$ cat config.mk
export PLATFORM = sky130hd
export DESIGN_NAME = text_traits_detector
export DESIGN_NICKNAME = d
export VERILOG_FILES = /design/src/hw/rtl/ttd_pkg.sv /design/src/hw/rtl/text_traits_detector.sv
export VERILOG_INCLUDE_DIRS = /design/src /design/src/hw/rtl
export SDC_FILE = /design/constraint.sdc
export NUM_CORES = 1
export LEC_CHECK = 0
export BUFFER_PORTS_ARGS = -buffer_cell sky130_fd_sc_hd__buf_2
export CAP_MARGIN = 20
export CORE_MARGIN = 3
export CORE_UTILIZATION = 35
export CTS_CLUSTER_DIAMETER = 50
export DETAILED_ROUTE_END_ITERATION = 10
export GPL_ROUTABILITY_DRIVEN = 0
export GPL_TIMING_DRIVEN = 0
export MAX_ROUTING_LAYER = met4
export PLACE_DENSITY = 0.53
export SLEW_MARGIN = 40
export SYNTH_ARGS = -nofsm -noshare
export SYNTH_HDL_FRONTEND = slang
export SYNTH_SLANG_ARGS = --single-unit
$ cat constraint.sdc
create_clock -name clk -period 1.8 [get_ports clk]
set_clock_uncertainty 0.05 [all_clocks]
set_input_delay 0.36 -clock clk [delete_from_list [all_inputs] [get_ports clk]]
set_output_delay 0.36 -clock clk [all_outputs]
set_load 0.05 [all_outputs]
$ cat src/hw/rtl/text_traits_detector_assert.svh
// assertion macros for the text traits detector
// used by text_traits_detector.sv, no other dependencies
`ifndef TEXT_TRAITS_DETECTOR_ASSERT_SVH
`define TEXT_TRAITS_DETECTOR_ASSERT_SVH

// same-cycle implication, disabled in reset
`define TTD_ASSERT_NOW(label, clk, rst, ante, cons) \
  label: assert property (@(posedge clk) disable iff (rst) (ante) |-> (cons)) \
    else $error("text_traits_detector: same-cycle check failed");

// next-cycle implication, disabled in reset
`define TTD_ASSERT_NEXT(label, clk, rst, ante, cons) \
  label: assert property (@(posedge clk) disable iff (rst) (ante) |=> (cons)) \
    else $error("text_traits_detector: next-cycle check failed");

`endif

$ cat src/hw/rtl/ttd_pkg.sv
// types and constants for the text traits detector
// no dependencies; used by text_traits_detector.sv
package ttd_pkg;

  typedef struct packed {
    logic [7:0] data_byte;
    logic       has_byte;
    logic       last;
  } item_t;

  typedef struct packed {
    logic [1:0] line_ending;
    logic [2:0] encoding;
    logic       final_newline;
  } result_t;

  typedef enum logic [1:0] {
    BOM_NONE    = 2'd0,
    BOM_UTF8    = 2'd1,
    BOM_UTF16LE = 2'd2,
    BOM_UTF16BE = 2'd3
  } bom_kind_t;

  localparam logic [1:0] LE_NONE  = 2'd0;
  localparam logic [1:0] LE_LF    = 2'd1;
  localparam logic [1:0] LE_CRLF  = 2'd2;
  localparam logic [1:0] LE_MIXED = 2'd3;

  localparam logic [2:0] ENC_UTF8     = 3'd0;
  localparam logic [2:0] ENC_UTF8_BOM = 3'd1;
  localparam logic [2:0] ENC_UTF16LE  = 3'd2;
  localparam logic [2:0] ENC_UTF16BE  = 3'd3;
  localparam logic [2:0] ENC_BINARY   = 3'd4;
  localparam logic [2:0] ENC_NON_UTF8 = 3'd5;

  localparam logic [7:0] BYTE_NUL = 8'h00;
  localparam logic [7:0] BYTE_LF  = 8'h0A;
  localparam logic [7:0] BYTE_CR  = 8'h0D;
  localparam logic [7:0] BYTE_EF  = 8'hEF;
  localparam logic [7:0] BYTE_BB  = 8'hBB;
  localparam logic [7:0] BYTE_BF  = 8'hBF;
  localparam logic [7:0] BYTE_FF  = 8'hFF;
  localparam logic [7:0] BYTE_FE  = 8'hFE;

  localparam logic [7:0] ASCII_MAX  = 8'h7F;
  localparam logic [7:0] MASK_C0    = 8'hC0;
  localparam logic [7:0] MASK_E0    = 8'hE0;
  localparam logic [7:0] MASK_F0    = 8'hF0;
  localparam logic [7:0] MASK_F8    = 8'hF8;
  localparam logic [7:0] CONT_MARK  = 8'h80;
  localparam logic [7:0] LEAD2_MARK = 8'hC0;
  localparam logic [7:0] LEAD3_MARK = 8'hE0;
  localparam logic [7:0] LEAD4_MARK = 8'hF0;

  localparam logic [1:0] POS_MAX = 2'd3;

endpackage

$ cat src/hw/rtl/text_traits_detector.sv
// text traits detector: an accepted last word passes the input register, then scan logic
// into the result register to give its result word; one word per cycle while not stalled
// the scan state is updated once per word, so the feedback through the state registers sets rate
// result register frees while it is taken, so input keeps flowing when the result is not stalled
// reset (rst, synchronous) empties both registers and returns the scan state to file start
// depends on ttd_pkg.sv and text_traits_detector_assert.svh
module text_traits_detector (
  input  logic             clk,
  input  logic             rst,
  input  logic             item_valid,
  output logic             item_stall,
  input  ttd_pkg::item_t   item,
  output logic             result_valid,
  input  logic             result_stall,
  output ttd_pkg::result_t result
);
  import ttd_pkg::*;

  `include "text_traits_detector_assert.svh"

  // input register
  logic  s1_valid;
  item_t s1;
  logic  s1_go;
  logic  out_free;

  // scan state
  logic [1:0] pos, pos_next;
  bom_kind_t  bom_kind, bom_kind_next;
  logic       bom_match, bom_match_next;
  logic       prev_cr, prev_cr_next;
  logic       prev_lf, prev_lf_next;
  logic       seen_bare_lf, seen_bare_lf_next;
  logic       seen_crlf, seen_crlf_next;
  logic       seen_nul, seen_nul_next;
  logic       utf8_bad, utf8_bad_next;
  logic [1:0] pending, pending_next;

  result_t    res_next;
  logic [7:0] b;

  assign out_free   = !result_valid || !result_stall;
  assign s1_go      = s1_valid && (!s1.last || out_free);
  assign item_stall = s1_valid && !s1_go;
  assign b          = s1.data_byte;

  always_comb begin
    pos_next          = pos;
    bom_kind_next     = bom_kind;
    bom_match_next    = bom_match;
    prev_cr_next      = prev_cr;
    prev_lf_next      = prev_lf;
    seen_bare_lf_next = seen_bare_lf;
    seen_crlf_next    = seen_crlf;
    seen_nul_next     = seen_nul;
    utf8_bad_next     = utf8_bad;
    pending_next      = pending;

    if (s1.has_byte) begin
      // byte-order mark tracking over the first three bytes
      if (bom_match && pos != POS_MAX) begin
        case (pos)
          2'd0: begin
            if (b == BYTE_EF) bom_kind_next = BOM_UTF8;
            else if (b == BYTE_FF) bom_kind_next = BOM_UTF16LE;
            else if (b == BYTE_FE) bom_kind_next = BOM_UTF16BE;
            else bom_match_next = 1'b0;
          end
          2'd1: begin
            if ((bom_kind == BOM_UTF8 && b != BYTE_BB) ||
                (bom_kind == BOM_UTF16LE && b != BYTE_FE) ||
                (bom_kind == BOM_UTF16BE && b != BYTE_FF)) bom_match_next = 1'b0;
          end
          default: begin
            if (bom_kind == BOM_UTF8 && b != BYTE_BF) bom_match_next = 1'b0;
          end
        endcase
      end

      // permissive utf-8 sequence check
      if (pending != 2'd0) begin
        if ((b & MASK_C0) != CONT_MARK) utf8_bad_next = 1'b1;
        pending_next = pending - 2'd1;
      end else if (b <= ASCII_MAX) begin
        pending_next = 2'd0;
      end else if ((b & MASK_E0) == LEAD2_MARK) begin
        pending_next = 2'd1;
      end else if ((b & MASK_F0) == LEAD3_MARK) begin
        pending_next = 2'd2;
      end else if ((b & MASK_F8) == LEAD4_MARK) begin
        pending_next = 2'd3;
      end else begin
        utf8_bad_next = 1'b1;
      end

      if (b == BYTE_NUL) seen_nul_next = 1'b1;
      if (b == BYTE_LF) begin
        if (prev_cr) seen_crlf_next = 1'b1;
        else seen_bare_lf_next = 1'b1;
      end
      prev_cr_next = (b == BYTE_CR);
      prev_lf_next = (b == BYTE_LF);
      if (pos != POS_MAX) pos_next = pos + 2'd1;
    end

    if (seen_bare_lf_next && seen_crlf_next) res_next.line_ending = LE_MIXED;
    else if (seen_crlf_next) res_next.line_ending = LE_CRLF;
    else if (seen_bare_lf_next) res_next.line_ending = LE_LF;
    else res_next.line_ending = LE_NONE;

    if (bom_match_next && bom_kind_next == BOM_UTF8 && pos_next == POS_MAX)
      res_next.encoding = ENC_UTF8_BOM;
    else if (bom_match_next && bom_kind_next == BOM_UTF16LE && pos_next >= 2'd2)
      res_next.encoding = ENC_UTF16LE;
    else if (bom_match_next && bom_kind_next == BOM_UTF16BE && pos_next >= 2'd2)
      res_next.encoding = ENC_UTF16BE;
    else if (seen_nul_next)
      res_next.encoding = ENC_BINARY;
    else if (utf8_bad_next || pending_next != 2'd0)
      res_next.encoding = ENC_NON_UTF8;
    else
      res_next.encoding = ENC_UTF8;

    res_next.final_newline = (pos_next == 2'd0) || prev_lf_next;
  end

  // input register
  always_ff @(posedge clk) begin
    if (rst) begin
      s1_valid <= 1'b0;
    end else if (!item_stall) begin
      s1_valid <= item_valid;
    end
  end

  always_ff @(posedge clk) begin
    if (!item_stall) begin
      s1 <= item;
    end
  end

  // scan state, back to file start after the last word
  always_ff @(posedge clk) begin
    if (rst || (s1_go && s1.last)) begin
      pos          <= 2'd0;
      bom_kind     <= BOM_NONE;
      bom_match    <= 1'b1;
      prev_cr      <= 1'b0;
      prev_lf      <= 1'b0;
      seen_bare_lf <= 1'b0;
      seen_crlf    <= 1'b0;
      seen_nul     <= 1'b0;
      utf8_bad     <= 1'b0;
      pending      <= 2'd0;
    end else if (s1_go) begin
      pos          <= pos_next;
      bom_kind     <= bom_kind_next;
      bom_match    <= bom_match_next;
      prev_cr      <= prev_cr_next;
      prev_lf      <= prev_lf_next;
      seen_bare_lf <= seen_bare_lf_next;
      seen_crlf    <= seen_crlf_next;
      seen_nul     <= seen_nul_next;
      utf8_bad     <= utf8_bad_next;
      pending      <= pending_next;
    end
  end

  // result register
  always_ff @(posedge clk) begin
    if (rst) begin
      result_valid <= 1'b0;
    end else if (s1_go && s1.last) begin
      result_valid <= 1'b1;
    end else if (!result_stall) begin
      result_valid <= 1'b0;
    end
  end

  always_ff @(posedge clk) begin
    if (s1_go && s1.last) begin
      result <= res_next;
    end
  end

  `TTD_ASSERT_NEXT(a_last_gives_result, clk, rst, s1_go && s1.last, result_valid)
  `TTD_ASSERT_NEXT(a_state_cleared, clk, rst, s1_go && s1.last,
    pos == 2'd0 && bom_match && pending == 2'd0 && !seen_nul)
  `TTD_ASSERT_NOW(a_stall_only_when_full, clk, rst, item_stall,
    s1_valid && s1.last && result_valid && result_stall)
  `TTD_ASSERT_NOW(a_encoding_code, clk, rst, result_valid,
    result.encoding <= ENC_NON_UTF8)

endmodule
After elaboration in Yosys (flattened, before gate mapping)
Index checks and enable logic that the tools add are counted.
Word-level totals
  output and inout bits: 8
  flip-flop bits (word level): 31
Operators by class
  mux-type cells: 46
  add/subtract/negate cells: 2
  equal/unequal tests: 23
  reductions and logical operators: 34
  order comparisons: 2
Operators with widths (number)
  2-bit two-way mux: 16
  8-bit inequality test (second input constant): 4
  1-bit two-way mux: 27
  8-bit == test (second input constant): 3
  8-bit by 4-bit == test with 1-bit output (second input constant): 2
  1-bit logical AND: 15
  2-bit == test (second input constant): 5
  8-bit by 7-bit <= comparator with 1-bit output (second input constant): 1
  8-bit zero test: 1
  1-bit logical OR: 7
  2-bit by 1-bit == test with 1-bit output (second input constant): 3
  3-bit two-way mux: 2
  5-bit == test (second input constant): 1
  4-bit == test (second input constant): 1
  1-bit zero test: 4
  2-bit zero test: 2
  2-bit inequality test (second input constant): 2
  2-bit nonzero test: 2
  3-bit == test (second input constant): 1
  3-bit OR reduction: 1
  2-bit by 1-bit adder with 2-bit output (second input constant): 1
  2-bit greater-or-equal comparator (second input constant): 1
  2-bit by 1-bit inequality test with 1-bit output (second input constant): 1
  1-bit case mux with 2 select lines: 1
  3 further kinds: 3

Logic depth before layout (Yosys ltp)
Gate-level depths: netlist of the first run.
  word-level depth: 13
  gate-level depth with buffers: 6
  mapped depth without buffers: 5

Least setup slack after synthesis of the first run
Ideal clock, no wire load.
  path kind: register to output
  from: register result_valid
  to: output item_stall
  setup slack: -0.245 ns
  data required time: 1.390 ns
  path buffers: 0
  arrival: 1.635 ns
  cell stages (with the launch flop): 3
  cell sequence: dfxtp_1 > nand4_1 > inv_1
Between the ends
  longest elaborated chain between the ends: 6
Ends and longest elaborated chain
  from (decl): RTL line text_traits_detector.sv:13  | output logic result_valid,
  from (signal assigned): RTL line text_traits_detector.sv:172  | result_valid <= 1'b0;
  from (signal assigned): RTL line text_traits_detector.sv:174  | result_valid <= 1'b1;
  from (signal assigned): RTL line text_traits_detector.sv:176  | result_valid <= 1'b0;
  1-bit zero test: RTL line text_traits_detector.sv:42  | assign out_free = !result_valid || !result_stall;
  1-bit logical OR: RTL line text_traits_detector.sv:42
  1-bit logical OR: RTL line text_traits_detector.sv:43  | assign s1_go = s1_valid && (!s1.last || out_free);
  1-bit logical AND: RTL line text_traits_detector.sv:43
  1-bit zero test: RTL line text_traits_detector.sv:44  | assign item_stall = s1_valid && !s1_go;
  1-bit logical AND: RTL line text_traits_detector.sv:44
  to (decl): RTL line text_traits_detector.sv:11  | output logic item_stall,
No other way between the ends.

Final worst setup path of the first run
  from: register s1 (netlist bit b[6])
  to: register result[1] (netlist name), data pin
Between the ends
  longest elaborated chain between the ends: 13
Ends and longest elaborated chain
  from (decl): RTL line text_traits_detector.sv:23  | item_t s1;
  from (signal assigned): RTL line text_traits_detector.sv:138  | s1 <= item;
  5-bit == test: RTL line text_traits_detector.sv:90  | end else if ((b & MASK_F8) == LEAD4_MARK) begin
  2-bit two-way mux: RTL line text_traits_detector.sv:90
  2-bit two-way mux: RTL line text_traits_detector.sv:88  | end else if ((b & MASK_F0) == LEAD3_MARK) begin
  2-bit two-way mux: RTL line text_traits_detector.sv:86  | end else if ((b & MASK_E0) == LEAD2_MARK) begin
  2-bit two-way mux: RTL line text_traits_detector.sv:84  | end else if (b <= ASCII_MAX) begin
  2-bit two-way mux: RTL line text_traits_detector.sv:81  | if (pending != 2'd0) begin
  2-bit two-way mux: RTL line text_traits_detector.sv:59  | if (s1.has_byte) begin
  2-bit nonzero test: RTL line text_traits_detector.sv:119  | else if (utf8_bad_next || pending_next != 2'd0)
  1-bit logical OR: RTL line text_traits_detector.sv:119
  3-bit two-way mux: RTL line text_traits_detector.sv:119
  3-bit two-way mux: RTL line text_traits_detector.sv:117  | else if (seen_nul_next)
  2-bit two-way mux: RTL line text_traits_detector.sv:115  | else if (bom_match_next && bom_kind_next == BOM_UTF16BE && pos_next >= 2'd2)
  2-bit two-way mux: RTL line text_traits_detector.sv:113  | else if (bom_match_next && bom_kind_next == BOM_UTF16LE && pos_next >= 2'd2)
  to (signal assigned): RTL line text_traits_detector.sv:182  | result <= res_next;
  to (decl): RTL line text_traits_detector.sv:15  | output ttd_pkg::result_t result
Parallel ways exist; a longest one is shown, timed or not.
A chain may end at the register's enable or synchronous reset.

==> metrics.cfg, run 1 <==
[synthesis]
synth-adder-area-share_pct = 0
synthesis.nets = 163
synth_ff_type = edfxtp_1
post_synth.cell_area_avg_um2 = 9.80
ys_ff_latch = 31
syn_inst = 149
synth_top_family_by_area = simple AND/OR/NAND/NOR gates
synthXorXnorAreaFrac_pct = 0.600
synthMuxAreaShare_pct = 0
synth-edff-count = 16
synthSimpleGateAreaFrac_pct = 23.7
netlist_area_um2 = 1460
async_flop_share_pct = 0
yosysWarnings = 0
synth_cell_types = 45
seq_area_frac_synth_pct = 53.5
synth_compound_area_share_pct = 19.3

[detailed_routing]
final_antenna_net_count = 0
wl_per_cell_um = 14.1
firstDrtPassIters = 4
wl_um = 3340
num_vias = 1245
drc = 0
vias_per_cell = 5.28
drt_iter0_drc = 83

[hold_path]
min-delay-start = item[1]
hp-class = input pin to flop

[cells_and_area]
n_fill_cell = 352
drive_gt1_share_pct = 32.4
antenna_cells = 0
multiInputGateArea_um2 = 706
syn_to_final_growth_pct = 29.0
nets = 201
fin_cells = 236
seqCellArea_um2 = 782

[grt]
grt_max_degree = 12
grt_use_total_pct = 14.7
grt_first_pass_wirelength_um = 5580
grt_overflow_total = 0
grt_pass1_vias = 1247
antenna_found_initial = 0

[status]
violations = negative setup slack
outcome = finished with violations

[timing]
relSlewSlack_pct = 71.0
hold_viol = 0
tightest_slew_ns = 0.431
min_period_over_period_pct = 106
hold_slack_ns = 0.200
setup_viol = 3
tns_ns = -0.245
clock.fmax_ghz = 0.524
period_minus_slack_ns = 1.91
rsz0062_at_grt = true
setup_ws_ns = -0.109
drv_slew = 0

[die]
die_w_um = 70.6
initial_core_util_pct = 38.2
ios = 22
core-area_um2 = 3830
dieArea_um2 = 4980
die_h_um = 70.6
rows = 22

[power_and_ir_drop]
p_comb_share_pct = 10.3
intPower_mw = 1.24
switching_share_pct = 22.8
leakage_nw = 0.718
switchingPower_mw = 0.367
power_mw = 1.61
power_frac_clock_pct = 40.8
seqPwrFrac_pct = 48.9
powerDensity_nw_per_um2 = 854
ir_drop_v = 0.000530

[flow_run]
cap_violations = 0

[worst_setup_path]
r2r_slack_ns = -0.11
cpLargestDelayFamily = compound AO/OA/AOI/OAI gates
critPathLaunch = b[6]
crit_slowest_cell = edfxtp_1
path_cells = nand2b_4 -> o311a_1 -> or3_4 -> a211oi_4 -> o2bb2ai_2
critPathBufInv = 0
cp_max_fo = 4
critPathKind = flop to flop
reg2reg_from = b[6]
crit_required_ns = 1.78
slowest_delay_ns = 0.43
end_kind = flop
crit_arrival_ns = 1.89
critPathLaunchType = flop

[clock_network]
htreeDepth = 2
cts_made_buffers = 5
cts_tree = yes
path_clk_slew_ns = 0.06
cts_num_sinks = 31
ctsHoldBuffers = 0
cts_root_buffer = clkbuf_8
clk_latency_ns = 0.28
clock_path_buffers = 2

[placement]
place_inst = 218
port_buffers = 21
place_ws_ns = -0.186
dp_hpwl_um = 2410

[layout make-up]
cell class	count	share of cell area, %
plain buffers	5	1.53
clock buffers	5	3.65
clock inverters	3	2.06
inverters	5	0.997
multi-input cells	108	37.5
flip-flops and latches	31	41.5
well taps	48	3.19
repair buffers	31	9.57
[routing by layer]
metal / track usage, % / vias to the layer above / part of all wire [%]
met1: 18.4 / 575 / 45
met3: 3.98 / 9 / 4.4
met4: 6.47 / 0 / 2.2
li1: - / 627 / -
met2: 22.3 / 34 / 48
met5: - / - / 0
[through the flow]
| step | util [%] | instance area (µm²) |
|---|---|---|
| 2_1_floorplan | - | 1470 |
| 3_3_place_gp | 42.7 | 1630 |
| 6_report | 49.2 | 1880 |
| 5_1_grt | 49.2 | 1880 |
| 4_1_cts | 47.5 | 1820 |
| 3_5_place_dp | 42.7 | 1630 |
[cell usage in the layout (no fill, tap or decap), drive strengths merged, types with 4 or more instances in the layout]
master,n
a21oi,14
and3,5
buf,33
clkbuf,8
dfxtp,15
edfxtp,16
inv,5
nand2,13
nand2b,4
nand3,5
nand4,4
nor2,18
o21ai,9
[synthesized netlist by cell type, drive strengths merged (4+ instances only)]
| cell | n | area [µm²] |
|---|---|---|
| edfxtp | 16 | 480 |
| nand2b | 4 | 25.0 |
| and3 | 5 | 32.5 |
| nand3 | 5 | 25.0 |
| inv | 5 | 18.8 |
| o21ai | 9 | 45.0 |
| dfxtp | 15 | 300 |
| nand2 | 13 | 48.8 |
| nand4 | 4 | 25.0 |
| a21oi | 14 | 73.8 |
| nor2 | 18 | 67.6 |
[sequential cells by signal (all words and copies together), names as in the netlist, 2 cells and up]
register and cells:
result 6, s1 2, b 8, bom_kind 2, pos 2, pending 2
[path summary, 6_finish.rpt]
kind	end	cells past startpoint
min reg2reg	seen_bare_lf	2
max	result[1]	5
max reg2reg	result[1]	5
min	s1[1]	1
[kinds of logic (layout without fill, tap and decap cells)]
logic type / count (synthesis) / in the layout
AOI/OAI and AO/OA: 41 / 41
xor gates and xnor gates: 1 / 1
buffers and inverters: 10 / 49
DFF: 31 / 31
and+or+nand+nor: 66 / 66
[repair_timing]
action | 4_1_cts | 5_1_grt
setup endpoints to repair | 13 | 14
resized for setup | 7 | 9
pin swaps | 3 | 2
buffers inserted | 7 | 3
[power groups by stage]
stage	combinational [mW]	sequential, mW	clock [mW]
after floorplan	0.0795	0.811	0
after global placement	0.132	0.802	0
after detailed placement	0.134	0.803	0
after CTS	0.151	0.785	0.673
after global routing	0.184	0.789	0.705
final	0.165	0.787	0.656
No activity file was read; power rests on OpenSTA's default activity.
==> run 2, diff against run 1 <==
--- a/config.mk
+++ b/config.mk
@@ -15,7 +15,7 @@
 export GPL_ROUTABILITY_DRIVEN = 0
 export GPL_TIMING_DRIVEN = 0
 export MAX_ROUTING_LAYER = met4
-export PLACE_DENSITY = 0.53
+export PLACE_DENSITY = 0.51
 export SLEW_MARGIN = 40
 export SYNTH_ARGS = -nofsm -noshare
 export SYNTH_HDL_FRONTEND = slang
==> constraint.sdc (replaced) <==
create_clock -name clk -period 1.85 [get_ports clk]
set_clock_uncertainty 0.05 [all_clocks]
set_input_delay 0.37 -clock clk [delete_from_list [all_inputs] [get_ports clk]]
set_output_delay 0.37 -clock clk [all_outputs]
set_load 0.05 [all_outputs]
==> metrics.cfg, run 2 (synthesized netlist as in run 1, its figures left out) <==
[detailed_routing]
wl_um = 3570  ; +7.0%
drt_iter0_drc = 112  ; +35%
wl_per_cell_um = 14.9  ; +5.7%
final_antenna_net_count = 0  ; unchanged
drc = 0  ; unchanged
firstDrtPassIters = 4  ; unchanged
vias_per_cell = 5.56  ; +5.4%
num_vias = 1329  ; +6.7%

[hold_path]
holdPathEnd = b[1]
hp-class = input pin to flop
hold-path-cell-count = 1  ; unchanged
min-delay-start = item[3]

[grt]
antenna_found_initial = 0  ; unchanged
grt_use_total_pct = 14.8  ; +0.049 points
grt_pass1_vias = 1253  ; +0.48%
grt_overflow_total = 0  ; unchanged
grt_first_pass_wirelength_um = 5550  ; -0.63%
grt_max_degree = 12  ; unchanged

[clock_network]
clk_latency_ns = 0.29  ; about the same
htreeDepth = 2  ; unchanged
cts_root_buffer = clkbuf_8
path_clk_slew_ns = 0.07  ; about the same
ctsHoldBuffers = 0  ; unchanged
clock_path_buffers = 2  ; unchanged
cts_made_buffers = 5  ; unchanged
cts_tree = yes
cts_num_sinks = 31  ; unchanged

[die]
ios = 22  ; unchanged
core-area_um2 = 3830  ; unchanged
die_h_um = 70.6  ; unchanged
die_w_um = 70.6  ; unchanged
dieArea_um2 = 4980  ; unchanged
rows = 22  ; unchanged
initial_core_util_pct = 38.2  ; unchanged

[cells_and_area]
largest-register = b
final_common_cell = buf_2
layout_common_cells = 21 x buf_2, 18 x nor2_1, 16 x edfxtp_1
nets = 204  ; +1.5%
drive_gt1_share_pct = 34.0  ; +1.6 points
largest_registers = b (8), result (6)
largest_reg_flops = 8  ; unchanged
n_fill_cell = 347  ; -1.4%
fin_cells = 239  ; +1.3%
syn_to_final_growth_pct = 31.2
antenna_cells = 0  ; unchanged

[power_and_ir_drop]
powerDensity_nw_per_um2 = 838  ; -1.9%
power_mw = 1.61  ; -0.20%
leakage_nw = 0.739  ; +3.0%
ir_drop_v = 0.000544  ; +2.7%

[worst_setup_path]
crit_slowest_cell = edfxtp_1
cpLargestDelayFamily = simple AND/OR/NAND/NOR gates
critPathKind = flop to flop
reg2reg_to = result[1]
cp_max_fo = 4  ; unchanged
critPathBufInv = 1  ; +1
reg2reg_from = b[6]
end_kind = flop
crit_arrival_ns = 1.90  ; about the same
path_cells = buf_4 -> nor4_2 -> and3_1 -> a21oi_1 -> o21ai_0 -> o2bb2ai_2
critPathLaunchType = flop
r2r_slack_ns = -0.07  ; +0.04 ns
rr_worst_depth = 6  ; +1
slowest_delay_ns = 0.44  ; about the same
crit_required_ns = 1.83  ; +0.05 ns

[timing]
tightest_slew_ns = 0.428  ; -0.00358 ns
tns_ns = -0.135  ; +0.110 ns
clock.fmax_ghz = 0.521  ; -0.51%
hold_viol = 0  ; unchanged
rsz0062_at_grt = true
min_period_over_period_pct = 104  ; -2.3 points
setup_viol = 2  ; -1
setup_ws_ns = -0.0692  ; +0.0402 ns
relSlewSlack_pct = 71.5  ; +0.54 points
drv_slew = 0  ; unchanged
period_minus_slack_ns = 1.92  ; +0.00984 ns

[placement]
port_buffers = 21  ; unchanged
place_inst = 218  ; unchanged
dp_hpwl_um = 2440  ; +1.5%

[status]
outcome = finished with violations
violations = negative setup slack

[flow_run]
cap_violations = 0  ; unchanged

[run 2: how the worst max path moves through the flow]
stage	from	endpoint	slack [ns]	cells after the start
after floorplan	b[6]	result[1]	0.02	5
after global placement	b[4]	result[1]	-0.11	6
after detailed placement	b[7]	result[1]	-0.18	5
after CTS	b[4]	result[1]	-0.12	6
after global routing	b[6]	result[1]	-0.12	5
final	b[6]	result[1]	-0.07	6
[run 2: power breakdown]
part	internal [mW]	switching [mW]	leakage, nW
Clock	0.400	0.268	0.0581
Combinational	0.0736	0.0990	0.394
Sequential	0.746	0.0183	0.287
Total	1.22	0.385	0.739
[run 2: timing repair]
item,4_1_cts,5_1_grt
resized for setup,7,10
pin swaps,5,4
setup buffers,8,5
hold endpoints to repair,0,0
endpoints found under the setup margin,11,9
[run 2: through the flow]
step	setup WS [ns]	hold slack (ns)	util, %	instance area (µm²)
2_1_floorplan	0.0239	0.384	-	1470
3_3_place_gp	-0.112	0.401	42.7	1630
3_5_place_dp	-0.179	0.411	42.7	1630
4_1_cts	-0.116	0.195	47.8	1830
5_1_grt	-0.124	0.190	50.1	1920
6_report	-0.0692	0.199	50.1	1920
[run 2: layout make-up]
cell class	instances	area [µm²]	area share, %
Sequential cell	31	782	40.8
Multi-Input combinational cell	108	703	36.7
Timing Repair Buffer	34	203	10.6
Clock buffer	5	68.8	3.59
Tap cell	48	60.1	3.14
Clock inverter	3	43.8	2.29
Buffer	5	36.3	1.89
Inverter	5	18.8	0.980
[run 2: routing by layer]
metal  vias up  track usage (%)  part of all wire [%]
li1        638                -                     -
met1       634             17.0                    40
met2        47             23.6                    50
met3        10             3.69                   7.7
met4         0             8.14                   2.4
met5         -                -                     0
[run 2: worst reg2reg max path: cells and delay by family (launching register included)]
family          cells  cell delay (ns)
compound gates      3             0.43
buf+inv             1             0.16
flops               1             0.44
simple gates        2             0.58
==> run 3, diff against run 2 <==
--- a/config.mk
+++ b/config.mk
@@ -16,6 +16,7 @@
 export GPL_TIMING_DRIVEN = 0
 export MAX_ROUTING_LAYER = met4
 export PLACE_DENSITY = 0.51
+export SETUP_SLACK_MARGIN = 0.05
 export SLEW_MARGIN = 40
 export SYNTH_ARGS = -nofsm -noshare
 export SYNTH_HDL_FRONTEND = slang
==> constraint.sdc (replaced) <==
create_clock -name clk -period 2.1 [get_ports clk]
set_clock_uncertainty 0.05 [all_clocks]
set_input_delay 0.42 -clock clk [delete_from_list [all_inputs] [get_ports clk]]
set_output_delay 0.42 -clock clk [all_outputs]
set_load 0.05 [all_outputs]
==> metrics.cfg, run 3 (synthesized netlist as in run 1, its figures left out) <==
[cells_and_area]
largest-register = b
n_fill_cell = 362  ; +4.3%
final_common_cell = buf_2
layout_common_cells = 22 x buf_2, 18 x nor2_1, 16 x edfxtp_1
syn_to_final_growth_pct = 20.4
drive_gt1_share_pct = 25.7  ; -8.3 points
seqCellArea_um2 = 781  ; -0.16%
nets = 192  ; -5.9%
multiInputGateArea_um2 = 669  ; -4.8%
largest_registers = b (8), result (6)
utilization_pct = 45.9  ; -4.1 points
antenna_cells = 0  ; unchanged
largest_reg_flops = 8  ; unchanged

[power_and_ir_drop]
ir_drop_v = 0.000436  ; -20%
power_mw = 1.27  ; -21%
powerDensity_nw_per_um2 = 724  ; -14%
leakage_nw = 0.658  ; -11%

[timing]
hold_viol = 0  ; unchanged
tightest_slew_ns = 0.539  ; +0.111 ns
setup_viol = 0  ; -2
rsz0062_at_grt = true
relSlewSlack_pct = 63.8  ; -7.7 points
tns_ns = 0  ; +0.135 ns
drv_slew = 0  ; unchanged
min_period_over_period_pct = 93.9  ; -9.9 points
period_minus_slack_ns = 1.97  ; +0.0519 ns
clock.fmax_ghz = 0.507  ; -2.6%

[die]
dieArea_um2 = 4980  ; unchanged
core-area_um2 = 3830  ; unchanged
die_w_um = 70.6  ; unchanged
rows = 22  ; unchanged
initial_core_util_pct = 38.2  ; unchanged
die_h_um = 70.6  ; unchanged
ios = 22  ; unchanged

[grt]
grt_overflow_total = 0  ; unchanged
antenna_found_initial = 0  ; unchanged
grt_max_degree = 12  ; unchanged
grt_pass1_vias = 1193  ; -4.8%
grt_first_pass_wirelength_um = 5260  ; -5.2%
grt_use_total_pct = 14.4  ; -0.37 points

[worst_setup_path]
critPathLaunchType = flop
end_kind = flop
path_cells = nand2b_4 -> o311a_1 -> or3_4 -> a211oi_4 -> o2bb2ai_1
cp_max_fo = 4  ; unchanged
crit_arrival_ns = 1.95  ; +0.05 ns
crit_required_ns = 2.08  ; +0.25 ns
critPathBufInv = 0  ; -1
cpLargestDelayFamily = compound AO/OA/AOI/OAI gates
critPathKind = flop to flop
crit_slowest_cell = edfxtp_1
slowest_delay_ns = 0.45  ; about the same

[placement]
dp_hpwl_um = 2460  ; +0.89%
port_buffers = 21  ; unchanged

[status]
outcome = finished, final reports clean

[clock_network]
cts_num_sinks = 31  ; unchanged
path_clk_slew_ns = 0.06  ; about the same
htreeDepth = 2  ; unchanged
ctsHoldBuffers = 0  ; unchanged
cts_made_buffers = 5  ; unchanged
cts_tree = yes
cts_root_buffer = clkbuf_8
clk_latency_ns = 0.28  ; about the same
clock_path_buffers = 2  ; unchanged

[flow_run]
cap_violations = 0  ; unchanged

[detailed_routing]
firstDrtPassIters = 4  ; unchanged
drt_iter0_drc = 77  ; -31%
wl_per_cell_um = 14.7  ; -1.7%
vias_per_cell = 5.43  ; -2.4%
wl_um = 3330  ; -6.6%
drc = 0  ; unchanged
final_antenna_net_count = 0  ; unchanged
num_vias = 1232  ; -7.3%

[hold_path]
hp-class = input pin to flop

==> run 3: cell count changes in the layout (fill, tap and decap cells not counted), sizes merged <==
cell | before | now
bufinv | 1 | 0
clkbuf | 8 | 10
buf | 36 | 24
clkinv | 2 | 1
==> run 3: worst register-to-register path, cell delays in order (launching register included) <==
cell	delay [ns]
edfxtp_1	0.45
nand2b_4	0.19
o311a_1	0.33
or3_4	0.36
a211oi_4	0.25
o2bb2ai_1	0.09
==> run 3: path summary, 6_finish.rpt <==
check / startpoint / endpoint / depth (start not counted) / slack, ns
max reg2reg: b[6] / result[1] / 5 / 0.13
max: b[6] / result[1] / 5 / 0.13
min: item[5] / b[3] / 1 / 0.26
min reg2reg: seen_bare_lf / seen_bare_lf / 2 / 0.42
==> run 3: routing by layer <==
layer,global-route usage [%],share of wire (%),vias up
met3,4.40,4.6,11
met2,22.2,49,31
met5,-,0,-
met4,7.93,3.0,0
li1,-,-,614
met1,16.7,44,576
==> run 3: per-stage QoR <==
step / setup slack, ns / hold WS, ns / instance area, µm² / cells
6_report: 0.129 / 0.256 / 1760 / 227
5_1_grt: 0.0444 / 0.245 / 1760 / 227
4_1_cts: 0.104 / 0.249 / 1720 / 227
3_5_place_dp: 0.0543 / 0.409 / 1630 / 218
3_3_place_gp: 0.118 / 0.405 / 1630 / 218
2_1_floorplan: 0.0957 / 0.384 / 1460 / 149
==> run 3: where the power goes <==
part           internal (mW)  switching [mW]
Sequential             0.657          0.0190
Combinational         0.0448          0.0760
Clock                  0.264           0.212
Total                  0.966           0.307
==> run 3: area by class of cell <==
type	count	share of cell area (%)
Inverter	5	1.07
Sequential cell	31	44.4
Clock buffer	7	4.91
Multi-Input combinational cell	108	38.1
Buffer	5	1.42
Clock inverter	1	0.285
Timing Repair Buffer	22	6.41
Tap cell	48	3.42
==> run 3: what timing repair did <==
| action | 4_1_cts | 5_1_grt |
|---|---|---|
| endpoints found under the hold margin | 0 | 0 |
| endpoints found under the setup margin | 1 | 4 |
| cloned | 0 | 0 |
| buffers inserted | 1 | 0 |
| resized for setup | 0 | 8 |
| pin swaps | 1 | 0 |
